--- src/rtl/core/pbrf_pkg.sv ---
// Shared constants, codes and types of the packet blocklist and rate filter.
package pbrf_pkg;

  // Table geometry.
  localparam int unsigned TABLE_ENTRIES = 256;
  localparam int unsigned IDX_W         = $clog2(TABLE_ENTRIES);
  localparam int unsigned CNT_W         = IDX_W + 1;

  // Header checks.
  localparam logic [15:0] DEFAULT_PORT    = 16'd2049;
  localparam logic [15:0] MIN_FRAME_BYTES = 16'd54;
  localparam logic [15:0] ETHTYPE_IPV4    = 16'h0800;
  localparam logic [7:0]  PROTO_TCP       = 8'd6;

  // Rate gap is one second divided by the slot limit; the quotient fits 30 bits.
  localparam int unsigned QUOT_W     = 30;
  localparam int unsigned DIV_CNT_W  = $clog2(QUOT_W);
  localparam logic [QUOT_W-1:0] NS_PER_SEC = 30'd1000000000;

  // Stream word layout.
  localparam int unsigned IN_DATA_W  = 224;
  localparam int unsigned IN_USER_W  = 2;
  localparam int unsigned OUT_DATA_W = 8;
  localparam int unsigned OUT_USER_W = 3;

  typedef enum logic [1:0] {
    CMD_PKT   = 2'd0,
    CMD_WR_BL = 2'd1,
    CMD_WR_RT = 2'd2
  } cmd_e;

  typedef enum logic [1:0] {
    CAUSE_NONE  = 2'd0,
    CAUSE_BLOCK = 2'd1,
    CAUSE_RATE  = 2'd2
  } cause_e;

  typedef enum logic [2:0] {
    ST_CLEAR,
    ST_IDLE,
    ST_BL_SCAN,
    ST_RT_SCAN,
    ST_DIV,
    ST_RESP
  } state_e;

  typedef struct packed {
    logic        start;
    logic [31:0] divisor;
  } div_req_t;

  typedef struct packed {
    logic              done;
    logic [QUOT_W-1:0] quot;
  } div_rsp_t;

endpackage

--- src/rtl/core/pbrf_div.sv ---
// Bit-serial restoring divider: one second in ns divided by a 32-bit rate limit.
module pbrf_div
  import pbrf_pkg::*;
(
  input  logic     clk_i,
  input  logic     rst_ni,
  input  div_req_t req_i,
  output div_rsp_t rsp_o
);

  logic                 busy_q, busy_d;
  logic                 done_q, done_d;
  logic [DIV_CNT_W-1:0] cnt_q, cnt_d;
  logic [QUOT_W-1:0]    rem_q, rem_d;
  logic [QUOT_W-1:0]    quot_q, quot_d;
  logic [31:0]          div_q, div_d;
  logic [QUOT_W:0]      trial;
  logic                 fits;

  // Bring down the next dividend bit and try the subtraction.
  assign trial = {rem_q, NS_PER_SEC[cnt_q]};
  assign fits  = 32'(trial) >= div_q;

  always_comb begin
    busy_d = busy_q;
    done_d = 1'b0;
    cnt_d  = cnt_q;
    rem_d  = rem_q;
    quot_d = quot_q;
    div_d  = div_q;
    if (req_i.start) begin
      busy_d = 1'b1;
      cnt_d  = DIV_CNT_W'(QUOT_W - 1);
      rem_d  = '0;
      div_d  = req_i.divisor;
    end else if (busy_q) begin
      rem_d  = fits ? QUOT_W'(32'(trial) - div_q) : trial[QUOT_W-1:0];
      quot_d = {quot_q[QUOT_W-2:0], fits};
      cnt_d  = cnt_q - 1'b1;
      if (cnt_q == '0) begin
        busy_d = 1'b0;
        done_d = 1'b1;
      end
    end
  end

  always_ff @(posedge clk_i or negedge rst_ni) begin
    if (!rst_ni) begin
      busy_q <= 1'b0;
      done_q <= 1'b0;
      cnt_q  <= '0;
    end else begin
      busy_q <= busy_d;
      done_q <= done_d;
      cnt_q  <= cnt_d;
    end
  end

  always_ff @(posedge clk_i) begin
    rem_q  <= rem_d;
    quot_q <= quot_d;
    div_q  <= div_d;
  end

  assign rsp_o.done = done_q;
  assign rsp_o.quot = quot_q;

endmodule

--- config.mk ---
export PLATFORM = sky130hd
export DESIGN_NAME = pbrf_div
export DESIGN_NICKNAME = d
export VERILOG_FILES = /design/src/rtl/core/pbrf_pkg.sv /design/src/rtl/core/pbrf_div.sv
export SDC_FILE = /design/constraint.sdc
export NUM_CORES = 1
export LEC_CHECK = 0
export BUFFER_PORTS_ARGS = -buffer_cell sky130_fd_sc_hd__buf_2
export CORE_MARGIN = 2
export CORE_UTILIZATION = 35
export CTS_CLUSTER_DIAMETER = 120
export DETAILED_ROUTE_END_ITERATION = 10
export PLACE_DENSITY = 0.65
export SLEW_MARGIN = 0
export SYNTH_ARGS = -nofsm -noshare
export SYNTH_HDL_FRONTEND = slang
export SYNTH_SLANG_ARGS = --single-unit
--- constraint.sdc ---
create_clock -name clk_i -period 3.1 [get_ports clk_i]
set_input_delay 0.62 -clock clk_i [delete_from_list [all_inputs] [get_ports clk_i]]
set_output_delay 0.62 -clock clk_i [all_outputs]
set_load 0.05 [all_outputs]
==> flow_summary.toml <==
[timing]
skew_ns = 0.007683
rsz0062_at_grt = "yes"
hold_ws_ns = 0.08344
slew_headroom = 0.5743
fin_crit_ns = 3.242
tightest_slew_ns = 0.6318
fmax_ghz = 0.3084
tns_ns = -1.932
setup_ws_ns = -0.1424
drv_slew = 0
hold_viol_final = 0
setup_viol = 27
fin_crit_sh = 1.046

[finish]
layout.nets = 716
drive_gt1_frac = 0.2550
syn_to_final_growth_pct = 21.72
n_antenna_cell = 0

[placement]
post-place-ws_ns = -0.1458
hpwl_um = 9517
portBuffers = 65
place.gp.congestion = 0.9945

[logic_synthesis]
async_flop_share = 0.07071
synth_enable_flop_cells = 62
ys_types = 70
avgSynthCellArea_um2 = 9.941
synth_cells = 565
seq_area_frac_synth = 0.4696
syn_nets = 635
synth.ff_latch_count = 99
yosys_warnings = 0
synthFlopType = "edfxtp_1"
netlist_area_um2 = 5617

[detailed_routing]
detail-route-antenna-nets = 0
drtPass1Iterations = 4
via_per_inst = 5.230
vias = 4534
drt-total-wl_um = 13640
avgRoutedWirePerCell_um = 15.74
drt_iter0_markers = 296
drc = 0

[global_routing]
grt_max_degree = 48
grt_use_total = 0.1624
grt_pass1_wl_um = 21880
gr-total-overflow = 0
grt_pass1_vias = 4381
antenna_found_initial = 0

[critical_path]
worst_path_max_delay_cell = "dfrtp_1"
start_kind = "register"
arrival_ns = 3.50
path_cells = "inv_2, ha_4, nand2_2, o21ai_2, o32a_1, ha_2, fa_2, and2b_1, o2111ai_2, nand3_2, a211oi_4, o21ai_4, inv_4, buf_4, buf_12, nand2_1, a311oi_2"
cp_max_fo = 9
slowest_delay_ns = 0.43
crit_type = "reg2reg"
cp_data_required_time_ns = 3.36
end_kind = "register"

[clock_network]
cts_tree = "built"
htreeDepth = 3
cts-root-buf = "clkbuf_16"
clk_pin_slew_ns = 0.07
cts_max_path_buffers = 2
cts.sinks = 99
cts_inserted_buffers = 9
cts_hold_buf = 0
worstSkewPairLatency_ns = 0.36

[pwr]
p_sw_w = 0.0008360
peakVddDrop_v = 0.0003438
p_seq_frac = 0.472
p_comb_frac = 0.138
switching_share = 0.2631
clkPwrFrac = 0.390
p_leak_nw = 2.835
cellInternalPower_w = 0.002341
p_per_area_nw_per_um2 = 464.8

[status]
status = "finished with violations"
failed_checks = "setup timing"

[die]
core.rowCount = 46
boundaryPins = 66
die_height_um = 130.7
start_util = 0.3562
fp.dieArea_um2 = 17080
design.core.area_um2 = 15770
die_w_um = 130.7

[job]
cap_violations = 0

[hold_path]
min_path_type = "in2async"
sequential cells by signal, summed over array words and instances (netlist names):
| signal | flops |
|---|---|
| done_q | 1 |
| rem_q | 30 |
| cnt_q | 5 |
| busy_q | 1 |
| quot_q | 30 |
| div_q | 32 |
area by class of cell:
cell class	instances	area, um^2
well taps	216	270.3
clock buffers	9	225.2
clock inverters	7	98.84
fillers	1554	8934
multi-input cells	396	2794
repair buffers	100	658.1
inverters	40	152.6
flip-flops and latches	99	2638
worst max-delay path: cells and delay by family, from the launching register on:
kind            cells  cell delay (ns)
flops               1             0.43
fa+ha+maj           3             0.66
simple gates        4             0.47
compound gates      6             1.18
buf+inv             4             0.41
placed cells by master, fill, tap and decap left out, drive strengths merged, types with 4 or more instances in the layout:
master	instances
o21ai	34
clkbuf	10
inv	42
dfrtp	7
xnor2	20
o211ai	5
a21oi	28
buf	99
xor2	6
mux2i	4
a31oi	13
a311oi	14
nand2	70
ha	34
and3	7
a21o	6
nor2	47
nand4	10
edfxtp	62
dfxtp	30
nor3	13
o21a	6
a211oi	13
nand3	10
a31o	6
o21bai	4
logic make-up after synthesis:
group	after synthesis	share of synthesized area
DFF	99	0.4696
adders and majority gates	35	0.07931
AOI/OAI and AO/OA	152	0.1983
xor gates and xnor gates	26	0.04054
muxes	4	0.007129
and+or+nand+nor	179	0.1499
buffers and inverters	70	0.05525
stage by stage:
| step | total power, W | instances | area (um^2) | util |
|---|---|---|---|---|
| floorplan | 0.001822 | 565 | 5633 | - |
| global placement | 0.001930 | 838 | 6276 | 0.3980 |
| detailed placement | 0.001943 | 838 | 6276 | 0.3980 |
| CTS | 0.003190 | 859 | 6663 | 0.4225 |
| global route | 0.003312 | 867 | 6837 | 0.4335 |
| finish | 0.003177 | 867 | 6837 | 0.4335 |
synthesized netlist by cell type (all sizes together) (7+ instances only):
cell	number	area (um^2)
xnor2	20	175.2
nand2	70	265.3
ha	34	425.4
dfrtp	7	175.2
a211oi	13	107.6
a21oi	28	155.2
nor3	13	65.06
dfxtp	30	600.6
buf	16	105.1
nand4	10	62.56
edfxtp	62	1862
o21ai	34	185.2
and3	7	43.79
a311oi	14	153.9
nand3	10	50.05
clkbuf	14	52.55
nor2	47	183.9
inv	40	152.6
a31oi	13	81.33
repair_timing:
| action | in CTS | in global routing |
|---|---|---|
| setup buffers | 5 | 6 |
| pin swaps | 8 | 6 |
| resized for setup | 6 | 24 |
| setup endpoints to repair | 29 | 30 |
| cloned | 0 | 2 |
final timing paths:
check	start	end	slack, ns	cells past startpoint
max	cnt_q[1]	rem_q[11]	-0.14	17
min	rst_ni	cnt_q[4]	0.08	1
max reg2reg	cnt_q[1]	rem_q[11]	-0.14	17
min reg2reg	quot_q[22]	quot_q[23]	0.45	0
max in group asynchronous	rst_ni	cnt_q[2]	2.86	1
min in group clk_i	req_i[22]	div_q[22]	0.43	1
power groups by stage:
stage               sequential [W]  combinational [W]  clock [W]
CTS                        0.00150           0.000425    0.00126
floorplan                  0.00160           0.000227          0
global placement           0.00153           0.000403          0
finish                     0.00150           0.000438    0.00124
detailed placement         0.00153           0.000414          0
global route               0.00151           0.000480    0.00132
layer usage:
| metal | vias up | global-route usage | wire, um |
|---|---|---|---|
| met5 | - | 0 | 0 |
| met4 | 0 | 0.05006 | 186 |
| met3 | 17 | 0.03664 | 792 |
| met2 | 149 | 0.2659 | 6290 |
| met1 | 2144 | 0.2153 | 6373 |
| li1 | 2224 | - | - |
(Power assumes the default switching activity.)
